<file path="src/rtl/core/bpp_pkg.sv">
// Package with shared types and constants for the bitmap pixel row packer.
`timescale 1ns / 1ps

package bpp_pkg;

    // Configuration port geometry
    localparam int CFG_IDX_W  = 1;
    localparam int CFG_DATA_W = 13;
    localparam int ROW_W_W    = 13;
    localparam int BYTE_W     = 8;
    localparam int MAX_BYTES  = 7;   // four pixel bytes plus three pad bytes
    localparam int CNT_W      = 3;

    // Register indexes
    localparam logic [CFG_IDX_W-1:0] CFG_MODE      = 1'b0;
    localparam logic [CFG_IDX_W-1:0] CFG_ROW_WIDTH = 1'b1;

    // Output modes
    typedef enum logic [2:0] {
        MODE_BGRA      = 3'd0,
        MODE_BGR       = 3'd1,
        MODE_GREY_WGT  = 3'd2,
        MODE_GREY_AVG  = 3'd3,
        MODE_BGR_INV   = 3'd4
    } mode_t;

    // Luma weights 0.21 / 0.72 / 0.07 in unsigned Q0.16
    localparam logic [15:0] W_RED   = 16'd13763;
    localparam logic [15:0] W_GREEN = 16'd47186;
    localparam logic [15:0] W_BLUE  = 16'd4588;

    // floor(x / 3) == (x * DIV3_MUL) >> DIV3_SHIFT for x <= 765
    localparam logic [11:0] DIV3_MUL   = 12'd2731;
    localparam int          DIV3_SHIFT = 13;

    localparam logic [BYTE_W-1:0] BYTE_MAX = 8'd255;

endpackage

</file>
<file path="src/rtl/core/bitmap_pixel_row_packer.sv">
// Top level of the bitmap pixel row packer: pixel register, byte builder and byte serializer.
`timescale 1ns / 1ps

// Takes one RGBA pixel per transaction and emits its bytes in bitmap
// pixel-array order, one byte per output transaction. Mode selects BGRA
// (4 bytes), BGR (3), weighted grey (1), average grey (1) or inverted BGR (3);
// unused mode codes drop the pixel with no output. After the last pixel of a
// row (row_width pixels, 0 read as 1, clamped to MAX_WIDTH) zero pad bytes are
// appended so each row is a multiple of four bytes, in every mode. The output
// side moves one byte per cycle while byte_stall is low, so a pixel occupies
// the output for its byte count plus any pad: 1 to 6 bytes, always 4 in BGRA
// mode (never padded). The serializer that shifts out those bytes sets the
// rate. A pixel register, a byte buffer and an output register are chained,
// so the next pixel is taken while the previous one is still being shifted
// out; the first byte passes through all three before it is offered.
// Configuration writes are expected only while the block is idle;
// cfg_ready is always high.
module bitmap_pixel_row_packer #(
    parameter int MAX_WIDTH = 4096
) (
    input  logic                          clk,
    input  logic                          rst_n,

    // configuration write channel
    input  logic                          cfg_valid,
    output logic                          cfg_ready,
    input  logic [bpp_pkg::CFG_IDX_W-1:0] cfg_index,
    input  logic [bpp_pkg::CFG_DATA_W-1:0] cfg_data,

    // pixel channel
    input  logic                          pixel_valid,
    output logic                          pixel_stall,
    input  logic [7:0]                    red,
    input  logic [7:0]                    green,
    input  logic [7:0]                    blue,
    input  logic [7:0]                    alpha,

    // byte channel
    output logic                          byte_valid,
    input  logic                          byte_stall,
    output logic [7:0]                    out_byte,
    output logic                          row_end,
    output logic                          last_of_run
);

    import bpp_pkg::*;

    // Column counter width and compare width (covers both row_width and MAX_WIDTH)
    localparam int CW   = (MAX_WIDTH > 1) ? $clog2(MAX_WIDTH) : 1;
    localparam int CMPW = ((CW > ROW_W_W) ? CW : ROW_W_W) + 1;

    // ---------------------------------------------------------------
    // Configuration registers
    // ---------------------------------------------------------------
    mode_t                mode_reg;
    logic [ROW_W_W-1:0]   row_width_reg;

    assign cfg_ready = 1'b1;

    always_ff @(posedge clk or negedge rst_n)
    begin
        if (!rst_n)
        begin
            mode_reg      <= MODE_BGRA;
            row_width_reg <= ROW_W_W'(1);
        end
        else if (cfg_valid && cfg_ready)
        begin
            case (cfg_index)
                CFG_MODE:      mode_reg      <= mode_t'(cfg_data[2:0]);
                CFG_ROW_WIDTH: row_width_reg <= cfg_data[ROW_W_W-1:0];
                default:       ;
            endcase
        end
    end

    // ---------------------------------------------------------------
    // Flow control: output reg <- byte buffer <- pixel reg
    // ---------------------------------------------------------------
    logic                 pix_valid_reg;
    logic [7:0]           r_reg, g_reg, b_reg, a_reg;

    logic                 buf_valid_reg;
    logic [BYTE_W-1:0]    buf_bytes_reg [MAX_BYTES];
    logic [BYTE_W-1:0]    buf_bytes_next [MAX_BYTES];
    logic [CNT_W-1:0]     buf_rem_reg;
    logic                 buf_ends_reg;

    logic                 out_valid_reg;
    logic [BYTE_W-1:0]    out_byte_reg;
    logic                 row_end_reg;
    logic                 last_reg;

    logic [CW-1:0]        col_reg;
    logic [CW-1:0]        col_next;

    logic                 out_free;
    logic                 buf_emit;
    logic                 buf_last;
    logic                 buf_free;
    logic                 pix_move;
    logic                 pix_free;

    assign out_free    = !out_valid_reg || !byte_stall;
    assign buf_emit    = buf_valid_reg && out_free;
    assign buf_last    = (buf_rem_reg == CNT_W'(1));
    assign buf_free    = !buf_valid_reg || (out_free && buf_last);
    assign pix_move    = pix_valid_reg && buf_free;
    assign pix_free    = !pix_valid_reg || buf_free;
    assign pixel_stall = !pix_free;

    // ---------------------------------------------------------------
    // Pixel register
    // ---------------------------------------------------------------
    always_ff @(posedge clk or negedge rst_n)
    begin
        if (!rst_n)
            pix_valid_reg <= 1'b0;
        else if (pix_free)
            pix_valid_reg <= pixel_valid;
    end

    always_ff @(posedge clk)
    begin
        if (pix_free && pixel_valid)
        begin
            r_reg <= red;
            g_reg <= green;
            b_reg <= blue;
            a_reg <= alpha;
        end
    end

    // ---------------------------------------------------------------
    // Byte builder (combinational from the pixel register)
    // ---------------------------------------------------------------
    logic [23:0]          wsum;
    logic [9:0]           sum3;
    logic [21:0]          avg_prod;
    logic [7:0]           grey_w;
    logic [7:0]           grey_a;
    logic [BYTE_W-1:0]    bytes_new [MAX_BYTES];
    logic [CNT_W-1:0]     px_bytes;
    logic                 mode_ok;
    logic [1:0]           row_lo;      // (w * px_bytes) mod 4
    logic [1:0]           pad;
    logic [CNT_W-1:0]     n_new;
    logic [CMPW-1:0]      rw_ext;
    logic [CMPW-1:0]      w_eff;
    logic [CMPW-1:0]      col_inc;
    logic                 ends_row;

    assign wsum = 24'(r_reg) * 24'(W_RED) + 24'(g_reg) * 24'(W_GREEN)
                + 24'(b_reg) * 24'(W_BLUE);
    // weights sum to 65537, so the top byte never exceeds 255
    assign grey_w   = wsum[23:16];
    assign sum3     = 10'(r_reg) + 10'(g_reg) + 10'(b_reg);
    assign avg_prod = 22'(sum3) * 22'(DIV3_MUL);
    assign grey_a   = avg_prod[DIV3_SHIFT+7:DIV3_SHIFT];

    always_comb
    begin
        rw_ext = CMPW'(row_width_reg);
        if (rw_ext == '0)
            w_eff = CMPW'(1);
        else if (rw_ext > CMPW'(MAX_WIDTH))
            w_eff = CMPW'(MAX_WIDTH);
        else
            w_eff = rw_ext;
        col_inc  = CMPW'(col_reg) + CMPW'(1);
        ends_row = (col_inc >= w_eff);
    end

    always_comb
    begin
        for (int k = 0; k < MAX_BYTES; k++)
            bytes_new[k] = '0;
        px_bytes = CNT_W'(1);
        mode_ok  = 1'b1;
        row_lo   = w_eff[1:0];
        case (mode_reg)
            MODE_BGRA:
            begin
                bytes_new[0] = b_reg;
                bytes_new[1] = g_reg;
                bytes_new[2] = r_reg;
                bytes_new[3] = a_reg;
                px_bytes     = CNT_W'(4);
                row_lo       = 2'd0;
            end
            MODE_BGR:
            begin
                bytes_new[0] = b_reg;
                bytes_new[1] = g_reg;
                bytes_new[2] = r_reg;
                px_bytes     = CNT_W'(3);
                row_lo       = 2'(w_eff[1:0] * 2'd3);
            end
            MODE_GREY_WGT:
            begin
                bytes_new[0] = grey_w;
            end
            MODE_GREY_AVG:
            begin
                bytes_new[0] = grey_a;
            end
            MODE_BGR_INV:
            begin
                bytes_new[0] = BYTE_MAX - b_reg;
                bytes_new[1] = BYTE_MAX - g_reg;
                bytes_new[2] = BYTE_MAX - r_reg;
                px_bytes     = CNT_W'(3);
                row_lo       = 2'(w_eff[1:0] * 2'd3);
            end
            default:
            begin
                mode_ok = 1'b0;
            end
        endcase
        pad   = ends_row ? 2'(3'd4 - 3'(row_lo)) : 2'd0;
        n_new = px_bytes + CNT_W'(pad);
    end

    // ---------------------------------------------------------------
    // Column counter (advances as a pixel enters the byte buffer)
    // ---------------------------------------------------------------
    assign col_next = ends_row ? '0 : CW'(col_inc);

    always_ff @(posedge clk or negedge rst_n)
    begin
        if (!rst_n)
            col_reg <= '0;
        else if (pix_move && mode_ok)
            col_reg <= col_next;
    end

    // ---------------------------------------------------------------
    // Byte buffer: shifts one byte toward slot 0 per emission
    // ---------------------------------------------------------------
    always_comb
    begin
        for (int k = 0; k < MAX_BYTES; k++)
            buf_bytes_next[k] = buf_bytes_reg[k];
        if (pix_move && mode_ok)
        begin
            for (int k = 0; k < MAX_BYTES; k++)
                buf_bytes_next[k] = bytes_new[k];
        end
        else if (buf_emit)
        begin
            for (int k = 0; k < MAX_BYTES - 1; k++)
                buf_bytes_next[k] = buf_bytes_reg[k+1];
            buf_bytes_next[MAX_BYTES-1] = '0;
        end
    end

    always_ff @(posedge clk)
    begin
        for (int k = 0; k < MAX_BYTES; k++)
            buf_bytes_reg[k] <= buf_bytes_next[k];
        if (pix_move && mode_ok)
            buf_ends_reg <= ends_row;
    end

    always_ff @(posedge clk or negedge rst_n)
    begin
        if (!rst_n)
        begin
            buf_valid_reg <= 1'b0;
            buf_rem_reg   <= '0;
        end
        else if (pix_move && mode_ok)
        begin
            buf_valid_reg <= 1'b1;
            buf_rem_reg   <= n_new;
        end
        else if (buf_emit)
        begin
            buf_valid_reg <= !buf_last;
            buf_rem_reg   <= buf_rem_reg - CNT_W'(1);
        end
    end

    // ---------------------------------------------------------------
    // Output register
    // ---------------------------------------------------------------
    always_ff @(posedge clk or negedge rst_n)
    begin
        if (!rst_n)
            out_valid_reg <= 1'b0;
        else if (out_free)
            out_valid_reg <= buf_valid_reg;
    end

    always_ff @(posedge clk)
    begin
        if (buf_emit)
        begin
            out_byte_reg <= buf_bytes_reg[0];
            last_reg     <= buf_last;
            row_end_reg  <= buf_last && buf_ends_reg;
        end
    end

    assign byte_valid  = out_valid_reg;
    assign out_byte    = out_byte_reg;
    assign row_end     = row_end_reg;
    assign last_of_run = last_reg;

    // ---------------------------------------------------------------
    // Assertions
    // ---------------------------------------------------------------
    a_buf_rem_nonzero: assert property (
        @(posedge clk) disable iff (!rst_n)
        buf_valid_reg |-> (buf_rem_reg != '0))
        else $error("byte buffer valid with no bytes left");

    a_row_end_is_last: assert property (
        @(posedge clk) disable iff (!rst_n)
        byte_valid |-> (!row_end || last_of_run))
        else $error("row end flagged on a byte that is not the last of its pixel");

    a_drop_unused_mode: assert property (
        @(posedge clk) disable iff (!rst_n)
        (pix_move && !mode_ok) |=> !buf_valid_reg)
        else $error("pixel in unused mode produced bytes");

    a_col_hold_on_drop: assert property (
        @(posedge clk) disable iff (!rst_n)
        (pix_move && !mode_ok) |=> (col_reg == $past(col_reg)))
        else $error("column count moved on a dropped pixel");

endmodule
</file>
<file path="config.mk">
export PLATFORM = sky130hd
export DESIGN_NAME = bitmap_pixel_row_packer
export DESIGN_NICKNAME = d
export VERILOG_FILES = /design/src/rtl/core/bpp_pkg.sv /design/src/rtl/core/bitmap_pixel_row_packer.sv
export SDC_FILE = /design/constraint.sdc
export NUM_CORES = 1
export LEC_CHECK = 0
export BUFFER_PORTS_ARGS = -buffer_cell sky130_fd_sc_hd__buf_2
export CAP_MARGIN = 20
export CORE_MARGIN = 2
export CORE_UTILIZATION = 58
export DETAILED_ROUTE_END_ITERATION = 10
export GPL_ROUTABILITY_DRIVEN = 1
export PLACE_DENSITY_LB_ADDON = 0.3
export SYNTH_ARGS = -nofsm -noshare
export SYNTH_HDL_FRONTEND = slang
export SYNTH_SLANG_ARGS = --single-unit
export TNS_END_PERCENT = 50
</file>
<file path="constraint.sdc">
create_clock -name clk -period 8.4 [get_ports clk]
set_input_delay 1.68 -clock clk [delete_from_list [all_inputs] [get_ports clk]]
set_output_delay 1.68 -clock clk [all_outputs]
set_load 0.03 [all_outputs]
</file>
After elaboration in Yosys (flattened, before gate mapping)
Memories as Yosys holds them, arrays and structs flattened. Index checks and enable logic that the tools add are counted.

Memory bits (read-only): 0. Memories kept: 1. Bits in latches: 0. Bits in registers: 77. Bits in writable memories: 56. Input port bits: 51. Word-level logic and storage cells: 79.

Memory list: buf_bytes_reg (words 7, bits a word 8, rd ports 7, clocked after memory_dff 0, write ports 7, line bitmap_pixel_row_packer.sv:84) `logic [BYTE_W-1:0] buf_bytes_reg [MAX_BYTES];`.

Div/mod/pow operators: 0. Reduce and logical (&&, ||, !) cells: 23. Eq/ne operators: 5. Shifts and indexed selects: 0. $add $sub $neg: 11. Mux-type cells: 16. $lt $le $gt $ge: 2. $mul: 5. Bitwise operators: 1.

Operators with widths (count): two-way mux 56 bit (2); one-hot mux 16 bit (2 select lines) (1); one-hot mux 8 bit (4 select lines) (1); adder 22 x 24 -> 24 bit (1); adder 24 x 21 -> 24 bit (1); subtractor 8 bit (first input constant) (3); multiplier 8 x 15 -> 23 bit (second input constant) (1); multiplier 8 x 14 -> 22 bit (second input constant) (1); multiplier 10 x 12 -> 21 bit (second input constant) (1); multiplier 8 x 11 -> 19 bit (second input constant) (1); >= comparator 13 x 14 -> 1 bit (1); two-way mux 14 bit (1); adder 12 x 1 -> 13 bit (second input constant) (1); greater-than comparator 13 bit (second input constant) (1); zero test 13 bit (1); two-way mux 13 bit (1); two-way mux 12 bit (1); adder 9 x 8 -> 10 bit (1); adder 8 x 8 -> 9 bit (1); two-way mux 8 bit (1); == test 3 x 1 -> 1 bit (second input constant) (2); == test 3 x 2 -> 1 bit (second input constant) (2); logical AND 1 bit (6); zero test 1 bit (6); 17 further kinds (24).

Longest topological paths before layout
Gate-level depths: netlist of run 1.

Word-level depth: 9. Mapped depth: 33.

Worst setup path after synthesis of run 1
No wires, ideal clock.

Kind: reg2reg. Start point: register g_reg[2]. End point: memory buf_bytes_reg[0][7] (data pin). Period minus slack after synthesis: 7796 ps. Data required time: 8130 ps. Slack: 604 ps. Stages on the path, launching flop included: 30. Data arrival time: 7525 ps. Path through: edfxtp_1 ha_1 ha_1 ha_1 ha_1 ha_1 o21ai_1 o21ai_1 o31a_1 a21oi_1 xnor2_1 fa_1 inv_1 fa_1 inv_1 fa_1 fa_1 inv_1 fa_1 inv_1 ha_1 and4_1 a21oi_1 nor4b_2 or3_4 a31oi_4 nor2_1 a211o_1 a2111oi_1 nor4bb_1.

RTL lines: start: declaration (line bitmap_pixel_row_packer.sv:81) `logic [7:0] r_reg, g_reg, b_reg, a_reg;`; start signal: assignment (line bitmap_pixel_row_packer.sv:128) `g_reg <= green;`; end: declaration (line bitmap_pixel_row_packer.sv:84).

==> results of run 1 <==
## Yosys cell counts, types with 20 or more instances
cell and count:
dfrtp_1 33, nand2_1 92, nor2_1 60, ha_1 255, xnor2_1 34, inv_1 273
xor2_1 24, edfxtp_1 75, clkbuf_1 20, a21oi_1 54, fa_1 134, o21ai_0 59
## placed cells by master (no fill, tap or decap), types with 5 or more instances in the layout
master	netlist	routed
clkbuf_16	0	9
o21a_1	5	5
o21ai_1	10	11
nand3_1	13	12
and3_1	8	8
nor2_1	60	60
xor2_1	24	24
nand2_1	92	92
nor3_1	12	12
ha_1	255	254
dfrtp_1	33	33
fa_1	134	134
a21o_1	15	15
edfxtp_1	75	75
nor2b_1	11	11
inv_1	273	273
and2_1	14	14
o21ai_0	59	58
nand2b_1	19	19
a21oi_1	54	54
or2_2	7	7
mux2_2	16	16
buf_4	1	22
xnor2_1	34	34
o211ai_1	10	10
buf_2	0	62
## final timing paths
check,start,depth (start not counted),endpoint,slack (ns)
max,g_reg[2]$_DFFE_PP_,29,buf_bytes_reg[0][7]$_DFFE_PP_,0.34
min,buf_bytes_reg[0][1]$_DFFE_PP_,0,out_byte[1]$_DFFE_PP_,0.44
max reg2reg,g_reg[2]$_DFFE_PP_,29,buf_bytes_reg[0][7]$_DFFE_PP_,0.34
min reg2reg,buf_bytes_reg[0][1]$_DFFE_PP_,0,out_byte[1]$_DFFE_PP_,0.44
max in group asynchronous,rst_n,1,mode_reg[2]$_DFFE_PN0P_,6.49
min in group asynchronous,rst_n,1,byte_valid$_DFFE_PN0N_,1.40
## per-stage QoR
stage               utilization (%)  cells  cell area (sq um)
floorplan                         -   1334              13360
global placement              62.28   1680              14100
detailed placement            62.28   1680              14100
CTS                           63.57   1696              14390
global route                  63.65   1697              14410
finish                        63.65   1697              14410
## layer usage
| metal | share of wire (%) | vias to the layer above |
|---|---|---|
| li1 | - | 4573 |
| met1 | 45 | 4522 |
| met2 | 45 | 257 |
| met3 | 7.9 | 29 |
| met4 | 1.3 | 0 |
| met5 | 0 | - |
## kinds of logic (layout without fill, tap and decap cells)
| logic type | after synthesis | after routing | share of synthesized area [%] |
|---|---|---|---|
| adder cells (fa/ha/maj) | 389 | 389 | 43.97 |
| buffers and inverters | 295 | 373 | 8.318 |
| AND/OR/NAND/NOR | 259 | 259 | 9.367 |
| AO/OA/AOI/OAI | 205 | 205 | 9.779 |
| flip-flops | 109 | 109 | 23.24 |
| XOR/XNOR | 58 | 58 | 3.803 |
| multiplexers | 18 | 18 | 1.499 |
| other | 1 | 1 | 0.02807 |
## cell type report
| type | instances | share of cell area [%] |
|---|---|---|
| multi-input cells | 930 | 63.55 |
| inverters | 273 | 7.111 |
| clock buffers | 10 | 1.589 |
| flip-flops and latches | 109 | 21.54 |
| repair buffers | 84 | 3.299 |
| clock inverters | 6 | 0.4341 |
| well taps | 285 | 2.474 |
## repair_timing
item                                    4_1_cts  5_1_grt
setup buffers                                 0        1
endpoints found under the setup margin        0        4
hold buffers                                  0        0
resized for setup                             0        5
==> results.json, run 1 <==
{
  "hold_class": "reg2reg",
  "path_delay_family": "adder cells",
  "cpMostUsedCell": "fa_1",
  "yosysTopAreaCellShare_pct": 23.89,
  "cts_buffers": 9,
  "critPathArrivalTime_ns": 8.16,
  "dr.pass1.iters": 5,
  "regArea_sq_um": 3104,
  "outcome": "completed",
  "multi_input_area_sq_um": 9159,
  "end_kind": "flop",
  "die_y_um": 155.8,
  "ioPinCount": 64,
  "antenna_found_initial": 2,
  "clock-sinks": 109,
  "wire_per_inst_um": 17.23,
  "cts_tree": "yes",
  "synth_cell_types": 69,
  "fin_crit_sh_pct": 95.91,
  "ys_ff_latch": 109,
  "yosysWarnings": 0,
  "coreArea_sq_um": 22640,
  "place_congestion": 0.9461,
  "htreeDepth": 3,
  "final_nets": 1847,
  "grt_max_degree": 60,
  "fp.dieArea_sq_um": 24260,
  "synthTopCellsByArea": "ha_1, fa_1, edfxtp_1, inv_1, dfrtp_1",
  "cts-root-buf": "clkbuf_16",
  "syn-num-nets": 1774,
  "initial_core_util_pct": 59.00,
  "synth-edff-count": 75,
  "ys_seq_area_share_pct": 23.24,
  "synth_area_per_cell_sq_um": 10.01,
  "clk_latency_ns": 0.35,
  "insertedDiodeCount": 0,
  "ant_nets": 0,
  "largest_reg_flops": 32,
  "totalWireLength_mm": 29.24,
  "grt_pass1_wl_mm": 47.96,
  "critPathSlowestCell": "fa_1",
  "row_count": 55,
  "via_count": 9381,
  "drv_slew": 0,
  "tns_ns": 0,
  "die_width_um": 155.8,
  "synth-async-reset-ratio_pct": 31.19,
  "track_usage_pct": 25.46,
  "grt_use_met2_pct": 40.60,
  "gr-total-overflow": 0,
  "route.detailed.drc": 0,
  "hold_viol": 0,
  "yosysTopAreaCell": "ha_1",
  "worstSetupPathType": "reg2reg",
  "critPathLaunchType": "flop",
  "fillers": 1849,
  "gr-usage-met3_pct": 5.500,
  "skew_ns": 0.009527,
  "grt_pass1_vias": 9454,
  "syn_inst": 1334,
  "worst_pin_slew_ns": 0.7831,
  "yosys_most_used_dff": "edfxtp_1",
  "path_max_fanout": 8,
  "rsz0062_at_grt": "false",
  "busiest_layer": "met2",
  "clockBufferDepth": 2,
  "numPortBuffers": 62,
  "use_met1_pct": 36.71,
  "hold_ws_ns": 0.4366,
  "dp_slack_ns": 0.2663,
  "drt_iter0_drc": 736,
  "clk_pin_slew_worst_paths_ns": 0.08,
  "viasPerCell": 5.528,
  "slowest_delay_ns": 0.56,
  "max_slew_margin_pct": 47.44,
  "cp.required_ns": 8.50,
  "layout_min_cycle_time_ns": 8.056,
  "timing.max_cap.violations": 0,
  "fin_ws_ns": 0.3437,
  "clock.fmax_mhz": 124.1,
  "setup_viol": 0,
  "drive_gt1_share_pct": 9.561,
  "area_growth_syn_to_layout_pct": 7.887,
  "dp_hpwl_mm": 24.76,
  "path_buf_inv": 5,
  "syn_area_sq_um": 13360
}
Power of run 1 is left out: the tool's default activity adds up to more than one toggle a clock period on the data nets, which glitch-free logic cannot reach.
==> inputs of run 2 (changes only) <==
--- a/config.mk
+++ b/config.mk
@@ -6,12 +6,12 @@
 export NUM_CORES = 1
 export LEC_CHECK = 0
 export BUFFER_PORTS_ARGS = -buffer_cell sky130_fd_sc_hd__buf_2
-export CAP_MARGIN = 20
+export CAP_MARGIN = 10
 export CORE_MARGIN = 2
 export CORE_UTILIZATION = 58
 export DETAILED_ROUTE_END_ITERATION = 10
 export GPL_ROUTABILITY_DRIVEN = 1
-export PLACE_DENSITY_LB_ADDON = 0.3
+export PLACE_DENSITY = 0.81
 export SYNTH_ARGS = -nofsm -noshare
 export SYNTH_HDL_FRONTEND = slang
 export SYNTH_SLANG_ARGS = --single-unit
==> results.json, run 2 (same netlist as run 1, synthesis figures left out) <==
{
  "clockBufferDepth": 2,
  "numPortBuffers": 62,
  "cts_tree": "yes",
  "use_met1_pct": 34.29,
  "clk_pin_slew_worst_paths_ns": 0.08,
  "critPathLaunchType": "flop",
  "die_y_um": 155.8,
  "multi_input_area_sq_um": 9189,
  "ioPinCount": 64,
  "regArea_sq_um": 3104,
  "grt_use_met2_pct": 41.32,
  "tns_ns": 0,
  "ant_nets": 0,
  "gr-usage-met3_pct": 5.917,
  "largest_reg_flops": 32,
  "htreeDepth": 3,
  "via_count": 9487,
  "drv_slew": 0,
  "timing.max_cap.violations": 0,
  "fillers": 1753,
  "final_cell_area_sq_um": 14460,
  "setup_viol": 0,
  "final_nets": 1851,
  "grt_pass1_vias": 9867,
  "insertedDiodeCount": 0,
  "path_max_fanout": 4,
  "outcome": "completed",
  "final_common_cell": "inv_1",
  "gr-total-overflow": 0,
  "area_growth_syn_to_layout_pct": 8.252,
  "drt_iter0_drc": 577,
  "die_width_um": 155.8,
  "placed_cell_area_sq_um": 14120,
  "route.detailed.drc": 0,
  "critPathArrivalTime_ns": 8.16,
  "clock-sinks": 109,
  "dr.pass1.iters": 5,
  "initial_core_util_pct": 59.00,
  "slowest_delay_ns": 0.55,
  "critPathSlowestCell": "fa_1",
  "ff2ff_setup_slack_ns": 0.35,
  "grt_max_degree": 61,
  "totalWireLength_mm": 28.93,
  "wire_per_inst_um": 17.01,
  "layout_min_cycle_time_ns": 8.046,
  "coreArea_sq_um": 22640,
  "clk_latency_ns": 0.36,
  "fin_crit_sh_pct": 95.79,
  "skew_ns": 0.01302,
  "cts_buffers": 9,
  "hold_class": "reg2reg",
  "fp.dieArea_sq_um": 24260,
  "worstSetupPathType": "reg2reg",
  "drive_gt1_share_pct": 10.03,
  "antenna_found_initial": 0,
  "end_kind": "flop",
  "track_usage_pct": 25.45,
  "final_cell_mix": "inv_1, ha_1, fa_1",
  "dp_hpwl_mm": 24.17,
  "cp.required_ns": 8.51,
  "worst_pin_slew_ns": 0.7918,
  "hold_viol": 0,
  "row_count": 55,
  "cts-root-buf": "clkbuf_16",
  "viasPerCell": 5.577,
  "busiest_layer": "met2",
  "clock.fmax_mhz": 124.3,
  "grt_pass1_wl_mm": 48.25,
  "place_congestion": 0.8927,
  "max_slew_margin_pct": 46.86
}
## run 2: cell types whose count changed in the layout (fill, tap and decap cells not counted), sizes merged
cell      delta
clkinv       -1
buf          +4
clkinvlp     +1
## run 2: metrics by stage
| stage | util (%) | instances | hold WS, ns | setup slack [ns] |
|---|---|---|---|---|
| CTS | 63.59 | 1698 | 0.4228 | 0.2396 |
| global placement | 62.35 | 1682 | 0.4037 | 0.4301 |
| floorplan | - | 1334 | 0.4003 | 0.6043 |
| global route | 63.87 | 1701 | 0.4276 | -0.001368 |
| detailed placement | 62.35 | 1682 | 0.4045 | 0.2045 |
| finish | 63.87 | 1701 | 0.4207 | 0.3537 |
## run 2: what timing repair did
item                                    in CTS  in global routing
setup buffers                                0                  3
hold buffers                                 0                  0
gates resized for setup                      0                  9
endpoints found under the setup margin       0                  7
## run 2: critical path: cells and delay by family (launching register included)
kind	cells	cell delay, ns
AND/OR/NAND/NOR	3	0.61
XOR/XNOR	1	0.09
adder cells (fa/ha/maj)	11	4.27
AO/OA/AOI/OAI	10	2.07
buffers and inverters	5	0.37
flip-flops	1	0.39
## run 2: path summary, 6_finish.rpt
| kind | endpoint | cells after the start | from |
|---|---|---|---|
| max in group asynchronous | row_width_reg[3]$_DFFE_PN0P_ | 1 | rst_n |
| worst min register to register | out_byte[2]$_DFFE_PP_ | 0 | buf_bytes_reg[0][2]$_DFFE_PP_ |
| min in group asynchronous | buf_rem_reg[1]$_DFFE_PN0P_ | 1 | rst_n |
| worst min-delay path | out_byte[2]$_DFFE_PP_ | 0 | buf_bytes_reg[0][2]$_DFFE_PP_ |
| worst max-delay path | buf_bytes_reg[0][7]$_DFFE_PP_ | 30 | g_reg[2]$_DFFE_PP_ |
| worst max register to register | buf_bytes_reg[0][7]$_DFFE_PP_ | 30 | g_reg[2]$_DFFE_PP_ |
## run 2: layout make-up
cell class	instances	area share [%]
multi-input cells	930	63.55
flip-flops and latches	109	21.47
inverters	273	7.087
repair buffers	88	3.496
well taps	285	2.466
clock buffers	10	1.583
clock inverters	6	0.3548
## run 2: per-layer routing
metal	routed length (um)	part of all wire [%]	vias up
met5	0	0	-
met4	770	2.7	0
met3	2277	7.9	60
met2	13310	46	316
met1	12570	43	4525
li1	-	-	4586
Power of run 2 is left out for the same reason.
